$ cat src/sv/ssim_pkg.sv
package ssim_pkg;

  localparam int MASK_W    = 32;
  localparam int RES_CNT_W = 7;

  typedef struct packed {
    logic [MASK_W-1:0] side_a_mask;
    logic [MASK_W-1:0] side_b_mask;
    logic              batch_end;
  } split_in_t;

  typedef struct packed {
    logic                 added;
    logic [RES_CNT_W-1:0] removed_count;
    logic [RES_CNT_W-1:0] entries_held;
    logic                 overflow;
    logic                 batch_changed;
  } split_res_t;

  typedef enum logic [2:0] {
    S_IDLE,
    S_SCAN,
    S_COMPACT,
    S_APPEND,
    S_FINISH
  } ctrl_state_t;

  // controller to datapath
  typedef struct packed {
    logic load;
    logic scan;
    logic compact;
    logic restart;
    logic append;
    logic finish;
  } dp_cmd_t;

  // datapath to controller
  typedef struct packed {
    logic hit;
    logic drain;
    logic out_free;
  } dp_sts_t;

  // does split (pa, pb) imply split (qa, qb)
  function automatic logic split_implies(input logic [MASK_W-1:0] pa,
                                         input logic [MASK_W-1:0] pb,
                                         input logic [MASK_W-1:0] qa,
                                         input logic [MASK_W-1:0] qb);
    logic straight;
    logic crossed;
    straight = ((qa & ~pa) == '0) && ((qb & ~pb) == '0);
    crossed  = ((qb & ~pa) == '0) && ((qa & ~pb) == '0);
    return straight || crossed;
  endfunction

endpackage

$ cat src/sv/ssim_ctrl.sv
module ssim_ctrl
  import ssim_pkg::*;
(
  input  logic    clk,
  input  logic    rst_n,
  input  logic    in_valid,
  output logic    in_stall,
  input  dp_sts_t sts,
  output dp_cmd_t cmd
);

  ctrl_state_t state_r, state_nxt;

  always_ff @(posedge clk) begin
    if (!rst_n) begin
      state_r <= S_IDLE;
    end else begin
      state_r <= state_nxt;
    end
  end

  always_comb begin
    state_nxt = state_r;
    cmd       = '0;
    in_stall  = 1'b1;
    unique case (state_r)
      S_IDLE: begin
        in_stall = 1'b0;
        if (in_valid) begin
          cmd.load  = 1'b1;
          state_nxt = S_SCAN;
        end
      end
      S_SCAN: begin
        cmd.scan = 1'b1;
        priority if (sts.hit) begin
          state_nxt = S_FINISH;
        end else if (sts.drain) begin
          cmd.restart = 1'b1;
          state_nxt   = S_COMPACT;
        end else begin
          state_nxt = S_SCAN;
        end
      end
      S_COMPACT: begin
        cmd.compact = 1'b1;
        if (sts.drain) begin
          state_nxt = S_APPEND;
        end
      end
      S_APPEND: begin
        cmd.append = 1'b1;
        state_nxt  = S_FINISH;
      end
      S_FINISH: begin
        if (sts.out_free) begin
          cmd.finish = 1'b1;
          state_nxt  = S_IDLE;
        end
      end
      default: begin
        state_nxt = S_IDLE;
      end
    endcase
  end

endmodule

$ cat src/sv/ssim_dpath.sv
module ssim_dpath
  import ssim_pkg::*;
#(
  parameter int TAXA     = 32,
  parameter int CAPACITY = 64
) (
  input  logic       clk,
  input  logic       rst_n,
  input  split_in_t  in_data,
  input  dp_cmd_t    cmd,
  output dp_sts_t    sts,
  output logic       out_valid,
  output split_res_t out_data,
  input  logic       out_stall
);

  localparam int IDX_W = $clog2(CAPACITY);
  localparam int CNT_W = $clog2(CAPACITY + 1);
  localparam logic [CNT_W-1:0] CapCnt = CNT_W'(CAPACITY);
  localparam logic [MASK_W-1:0] TaxaMask =
    (TAXA >= MASK_W) ? {MASK_W{1'b1}} : MASK_W'((64'd1 << TAXA) - 64'd1);

  logic [MASK_W-1:0] mem_a [CAPACITY];
  logic [MASK_W-1:0] mem_b [CAPACITY];

  logic [MASK_W-1:0] new_a_r, new_a_nxt, new_b_r, new_b_nxt;
  logic              last_r, last_nxt;
  logic [MASK_W-1:0] rd_a_r, rd_b_r;
  logic [CNT_W-1:0]  count_r, count_nxt;
  logic [CNT_W-1:0]  rd_idx_r, rd_idx_nxt;
  logic [CNT_W-1:0]  wr_idx_r, wr_idx_nxt;
  logic [CNT_W-1:0]  removed_r, removed_nxt;
  logic              rvalid_r, rvalid_nxt;
  logic              added_r, added_nxt;
  logic              overflow_r, overflow_nxt;
  logic              batch_r, batch_nxt;
  logic              out_valid_r, out_valid_nxt;
  split_res_t        out_data_r, out_data_nxt;

  logic              rd_en, wr_en, keep_en, drop_en, changed;
  logic [MASK_W-1:0] wr_a, wr_b;
  logic [CNT_W+RES_CNT_W-1:0] removed_ext, count_ext;

  assign rd_en   = (cmd.scan || cmd.compact) && !cmd.restart && (rd_idx_r != count_r);
  assign drop_en = cmd.compact && rvalid_r && split_implies(new_a_r, new_b_r, rd_a_r, rd_b_r);
  assign keep_en = cmd.compact && rvalid_r && !drop_en;
  assign wr_en   = keep_en || (cmd.append && (wr_idx_r != CapCnt));
  assign wr_a    = keep_en ? rd_a_r : new_a_r;
  assign wr_b    = keep_en ? rd_b_r : new_b_r;

  assign sts.hit      = rvalid_r && split_implies(rd_a_r, rd_b_r, new_a_r, new_b_r);
  assign sts.drain    = (rd_idx_r == count_r) && !rvalid_r;
  assign sts.out_free = !out_valid_r || !out_stall;

  assign changed     = batch_r | added_r;
  assign removed_ext = {{RES_CNT_W{1'b0}}, removed_r};
  assign count_ext   = {{RES_CNT_W{1'b0}}, count_r};

  // split table, one read and one write port
  always_ff @(posedge clk) begin
    if (rd_en) begin
      rd_a_r <= mem_a[rd_idx_r[IDX_W-1:0]];
      rd_b_r <= mem_b[rd_idx_r[IDX_W-1:0]];
    end
    if (wr_en) begin
      mem_a[wr_idx_r[IDX_W-1:0]] <= wr_a;
      mem_b[wr_idx_r[IDX_W-1:0]] <= wr_b;
    end
  end

  always_comb begin
    new_a_nxt     = new_a_r;
    new_b_nxt     = new_b_r;
    last_nxt      = last_r;
    count_nxt     = count_r;
    rd_idx_nxt    = rd_idx_r;
    wr_idx_nxt    = wr_idx_r;
    removed_nxt   = removed_r;
    rvalid_nxt    = rvalid_r;
    added_nxt     = added_r;
    overflow_nxt  = overflow_r;
    batch_nxt     = batch_r;
    out_valid_nxt = out_valid_r && out_stall;
    out_data_nxt  = out_data_r;

    if (cmd.load) begin
      new_a_nxt    = in_data.side_a_mask & TaxaMask;
      new_b_nxt    = in_data.side_b_mask & TaxaMask;
      last_nxt     = in_data.batch_end;
      rd_idx_nxt   = '0;
      wr_idx_nxt   = '0;
      removed_nxt  = '0;
      rvalid_nxt   = 1'b0;
      added_nxt    = 1'b0;
      overflow_nxt = 1'b0;
    end

    if (cmd.scan || cmd.compact) begin
      rvalid_nxt = rd_en;
      if (rd_en) begin
        rd_idx_nxt = rd_idx_r + 1'b1;
      end
    end
    if (keep_en) begin
      wr_idx_nxt = wr_idx_r + 1'b1;
    end
    if (drop_en) begin
      removed_nxt = removed_r + 1'b1;
    end

    if (cmd.restart) begin
      rd_idx_nxt = '0;
      wr_idx_nxt = '0;
      rvalid_nxt = 1'b0;
    end

    if (cmd.append) begin
      if (wr_idx_r != CapCnt) begin
        count_nxt = wr_idx_r + 1'b1;
        added_nxt = 1'b1;
      end else begin
        count_nxt    = wr_idx_r;
        overflow_nxt = 1'b1;
      end
    end

    if (cmd.finish) begin
      out_valid_nxt              = 1'b1;
      out_data_nxt.added         = added_r;
      out_data_nxt.removed_count = removed_ext[RES_CNT_W-1:0];
      out_data_nxt.entries_held  = count_ext[RES_CNT_W-1:0];
      out_data_nxt.overflow      = overflow_r;
      out_data_nxt.batch_changed = changed;
      batch_nxt                  = last_r ? 1'b0 : changed;
    end
  end

  always_ff @(posedge clk) begin
    if (!rst_n) begin
      count_r     <= '0;
      rd_idx_r    <= '0;
      wr_idx_r    <= '0;
      removed_r   <= '0;
      rvalid_r    <= 1'b0;
      added_r     <= 1'b0;
      overflow_r  <= 1'b0;
      batch_r     <= 1'b0;
      out_valid_r <= 1'b0;
    end else begin
      count_r     <= count_nxt;
      rd_idx_r    <= rd_idx_nxt;
      wr_idx_r    <= wr_idx_nxt;
      removed_r   <= removed_nxt;
      rvalid_r    <= rvalid_nxt;
      added_r     <= added_nxt;
      overflow_r  <= overflow_nxt;
      batch_r     <= batch_nxt;
      out_valid_r <= out_valid_nxt;
    end
  end

  always_ff @(posedge clk) begin
    new_a_r    <= new_a_nxt;
    new_b_r    <= new_b_nxt;
    last_r     <= last_nxt;
    out_data_r <= out_data_nxt;
  end

  assign out_valid = out_valid_r;
  assign out_data  = out_data_r;

`ifndef SYNTHESIS
  a_count_bound: assert property (@(posedge clk) disable iff (!rst_n)
    count_r <= CapCnt)
    else $error("entry count above capacity");

  a_wr_behind_rd: assert property (@(posedge clk) disable iff (!rst_n)
    wr_idx_r <= rd_idx_r)
    else $error("compaction write passed read pointer");

  a_overflow_no_removal: assert property (@(posedge clk) disable iff (!rst_n)
    (cmd.append && (wr_idx_r == CapCnt)) |-> (removed_r == '0))
    else $error("overflow raised after removals");

  a_result_excl: assert property (@(posedge clk) disable iff (!rst_n)
    cmd.finish |=> !(out_data_r.added && out_data_r.overflow))
    else $error("split both added and overflowed");
`endif

endmodule

$ cat src/sv/split_set_implication_merge_top.sv
// Split table with implication merge. Each input beat carries one split (side A
// and side B taxon masks, bits at or above TAXA ignored) and a batch end mark,
// and yields exactly one result beat. A split implied by any stored split is
// dropped; otherwise every stored split it implies is removed in order and the
// new split is appended, or overflow is flagged when the table is full and
// nothing was removed. batch_changed ORs added over the batch up to and
// including the beat marked batch_end. The table sits in a single memory with
// one read and one write port, so an item takes two passes over the stored
// entries: an implication scan and then compaction, then an append step and a
// result load step. A stored split that implies the new one ends the scan
// early and skips compaction and append. One item is in flight at a time;
// the result register lets the next beat enter while a result waits on
// out_stall, and the result load of that next item waits until the register
// is free. Reset clears the entry count and batch flag, no memory sweep is
// needed since only entries below the count are read.
module split_set_implication_merge_top
  import ssim_pkg::*;
#(
  parameter int TAXA     = 32,
  parameter int CAPACITY = 64
) (
  input  logic       clk,
  input  logic       rst_n,
  input  logic       in_valid,
  output logic       in_stall,
  input  split_in_t  in_data,
  output logic       out_valid,
  input  logic       out_stall,
  output split_res_t out_data
);

  // command and status between controller and datapath
  dp_cmd_t cmd;
  dp_sts_t sts;

  // sequencer: scan, compact, append, deliver
  ssim_ctrl u_ctrl (
    .clk      (clk),
    .rst_n    (rst_n),
    .in_valid (in_valid),
    .in_stall (in_stall),
    .sts      (sts),
    .cmd      (cmd)
  );

  // table memory, pointers, counters and result register
  ssim_dpath #(
    .TAXA     (TAXA),
    .CAPACITY (CAPACITY)
  ) u_dpath (
    .clk       (clk),
    .rst_n     (rst_n),
    .in_data   (in_data),
    .cmd       (cmd),
    .sts       (sts),
    .out_valid (out_valid),
    .out_data  (out_data),
    .out_stall (out_stall)
  );

endmodule

$ cat config.mk
export PLATFORM = sky130hd
export DESIGN_NAME = split_set_implication_merge_top
export DESIGN_NICKNAME = d
export VERILOG_FILES = /design/src/sv/ssim_pkg.sv /design/src/sv/ssim_ctrl.sv /design/src/sv/ssim_dpath.sv /design/src/sv/split_set_implication_merge_top.sv
export SDC_FILE = /design/constraint.sdc
export NUM_CORES = 2
export LEC_CHECK = 0
export BUFFER_PORTS_ARGS = -buffer_cell sky130_fd_sc_hd__buf_4
export CORE_MARGIN = 2
export CORE_UTILIZATION = 46
export DETAILED_ROUTE_END_ITERATION = 6
export PLACE_DENSITY = 0.73
export SETUP_SLACK_MARGIN = 0.2
export SLEW_MARGIN = 10
export SYNTH_ARGS = -nofsm -noshare
export SYNTH_HDL_FRONTEND = slang
export SYNTH_HIERARCHICAL = 1
export SYNTH_SLANG_ARGS = --single-unit
$ cat constraint.sdc
create_clock -name clk -period 18.9 [get_ports clk]
set_input_delay 0 -clock clk [delete_from_list [all_inputs] [get_ports clk]]
set_output_delay 0 -clock clk [all_outputs]
set_load 0.02 [all_outputs]
==> metrics.md <==
| Metric | Value |
|---|---|
| Top_reg_cell synth | edfxtp_1 |
| Crit path launch type | flip-flop |
| Final GP Congestion | 1.02 |
| Slew Limit Headroom | 11.2% |
| Crit end category | flip-flop |
| Multi-input logic area | 35000 um^2 |
| Routed WL | 471000 um |
| Detailed Routing Iterations Pass 1 | 7 |
| Worst path most repeated cell | buf_4 |
| Post-synth ARST share | 0% |
| 1st-iter DRT viols | 14600 |
| Chip height | 602 um |
| CTS-repair resized insts | 0 |
| Slowest CP cell | dfxtp_4 |
| Buffers & Inverters on Critical Path | 4 |
| Sequential cell area | 128000 um^2 |
| Share of synthesized area spent on multiplexers | 18.1% |
| Largest area contributor in the netlist | edfxtp_1 |
| Avg WL per Cell | 38.0 um |
| Grt ovf | 0 |
| GRT Total Usage | 25.8% |
| Layout fillers | 26400 |
| Clk root buf | clkbuf_16 |
| Largest family of logic cells by synthesized area | multiplexers |
| Syn_area_per_cell | 24.1 um^2 |
| Synth area leaders | edfxtp_1 78%, mux4_2 18%, a22oi_1 0.61% |
| Area of the die | 362000 um^2 |
| Mean number of vias per cell | 6.60 |
| Simple-gate share of the synthesized area | 1.36% |
| DRT antenna net count | 0 |
| Largest net degree at the start of global routing | 147 |
| CTS tree | yes |
| DP HPWL | 240000 um |
| PwrDens | 111 nW/um^2 |
| Via count | 81800 |
| Synth unique cells | 62 |
| Compound-Gate Fraction of Synth Area | 1.30% |
| Sequential fraction of the synthesis area | 78.0% |
| CP Data Required Time | 19.54 ns |
| Vias in the first global route | 81200 |
| Number of flops mapped to enable cells by yosys | 4242 |
| Synth Area in Adders | 0.0305% |
| Leak Pwr | 0.0557 uW |
| Post-CTS Setup Bufs | 0 |
| Dpl cells | 11500 |
| DRC Markers | 0 |
| Endpoints failing hold | 0 |
| CTS clk-pin slew, worst paths | 0.06 ns |
| Share of cells above drive strength 1 | 30.2% |
| Mapped Area | 164000 um^2 |
| Post-layout power | 20700 uW |
| Final Cycle Share | 34.0% |
| Max Fclk | 156 MHz |
| CTS sink cnt | 4278 |
| Worst-Skew Late Latency | 1.01 ns |
| Sum Neg Setup Slack | 0 ns |
| Area share of the largest cell type after synthesis | 77.6% |
| RSZ-0062 raised after global routing | no |
| Antenna violations before repair | 13 |
| Rows | 219 |
| Outcome | completed |
| Ports | 88 |
| Synth Area in XOR/XNOR | 0.0480% |
| Max-Cap Viols | 0 |
| Syn Inst Count | 6806 |
| Longest Clk Path Bufs | 4 |
| Class of the worst hold path | in2reg |
| First-pass GRT wire length | 651000 um |
| CORE AREA | 356000 um^2 |
| Worst Tran Pin Value | 1.33 ns |
| Crit-path max cell delay | 1.00 ns |
| Final setup vio count | 0 |
| Post-route insts no fill | 12400 |
| Final Slew Violations | 0 |
| Synth warn | 6 |
| Fin crit period | 6.42 ns |
| Hold buffers post-CTS | 137 |
| Syn Nets | 6879 |
| Initial Util | 46.2% |
| Flops & latches, synth | 4278 |
| Count leader, synth | edfxtp_1 |
| DIE WIDTH | 602 um |
| Synth cell count leaders | 4242 x edfxtp_1, 1280 x mux4_2, 190 x clkbuf_1 |
| Critical path fanouts, max | 47 |
| Nets | 7378 |
| IR drop worst, VDD | 100 uV |
| Setup Skew | 0.0962 ns |
| H-Tree Level Count | 5 |
| Layout area overhead | 13.4% |
| CP arrival | 7.06 ns |
| WS Path Type | reg2reg |
| Cell Chain, Critical Path | buf_4 > buf_4 > buf_4 > buf_4 > mux4_2 > mux4_2 > a22oi_1 > nand2_1 |
| # port buffers | 87 |
| CTS buffer count | 402 |
| Cell family with most CP delay | buffers and inverters |
-- worst reg2reg max path, stage by stage (launching register included) --
cell and delay [ns]:
dfxtp_4 1.00, buf_4 0.76, buf_4 0.88, buf_4 0.95
buf_4 0.83, mux4_2 0.71, mux4_2 0.51, a22oi_1 0.23
nand2_1 0.23
-- per-layer routing --
| layer | vias to the layer above | share of wire [%] | GRT usage, % |
|---|---|---|---|
| met1 | 43300 | 33 | 33.9 |
| met2 | 6793 | 48 | 41.1 |
| met3 | 1297 | 13 | 5.28 |
| met4 | 12 | 6.3 | 13.6 |
| met5 | - | 0.016 | 0 |
| li1 | 30400 | - | - |
-- logic make-up after synthesis --
logic type	Yosys count
mux	1353
fa+ha+maj	4
simple gates	441
xor+xnor	9
buf+inv	439
flops	4278
compound gates	282
-- worst paths after layout --
kind | start | endpoint | slack [ns] | cells past startpoint
setup reg to reg | u_dpath/rd_idx_r[0] | u_dpath/rd_a_r[0] | 12.48 | 8
hold reg to reg | u_dpath/overflow_r | u_dpath/out_data[1] | 0.44 | 0
hold / removal | out_stall | u_ctrl/state_r[2] | 0.06 | 5
setup / recovery | u_dpath/rd_idx_r[0] | u_dpath/rd_a_r[0] | 12.48 | 8
-- registers in the layout, summed over array words and instances (netlist names), 17 cells and up --
signal	count
u_dpath/mem_b	2048
u_dpath/out_data	17
u_dpath/new_b_r	32
u_dpath/new_a_r	32
u_dpath/rd_a_r	32
u_dpath/mem_a	2048
u_dpath/rd_b_r	32
-- power breakdown --
part | internal, uW | switching [uW]
Sequential | 10800 | 92.9
Clock | 4570 | 3570
Combinational | 648 | 1010
-- cell usage in the layout, fill, tap and decap left out, types with 38 or more instances in the layout --
master	synthesis	final
a22oi_1	134	134
buf_4	2	304
bufinv_16	0	45
clkbuf_1	190	80
clkbuf_16	0	405
clkinv_1	1	92
clkinv_2	0	64
dlygate4sd3_1	0	137
edfxtp_1	4242	4242
inv_1	85	85
mux4_2	1280	1280
nand2_1	130	130
nand2b_1	99	99
nor2_1	94	38
nor2_4	0	56
o22ai_1	40	40
-- area by class of cell --
cell class	count	share of cell area [%]
diodes	3	0.00403
clock buffers	485	5.60
clock inverters	252	1.46
inverters	86	0.173
multi-input cells	2089	18.8
flip-flops and latches	4278	68.8
well taps	4751	3.19
repair buffers	448	2.03
-- per-stage QoR --
| stage | hold WS [ns] | area, um^2 | utilization (%) | setup slack, ns |
|---|---|---|---|---|
| after global placement | 0.181 | 172000 | 48.3 | 12.42 |
| after global routing | 0.0688 | 186000 | 52.4 | 11.91 |
| after CTS | 0.00315 | 186000 | 52.4 | 12.33 |
| after floorplan | 0.0989 | 164000 | - | 10.36 |
| after detailed placement | 0.181 | 172000 | 48.3 | 12.39 |
| final | 0.0602 | 186000 | 52.4 | 12.48 |
Power figures use the tool's default switching activity.
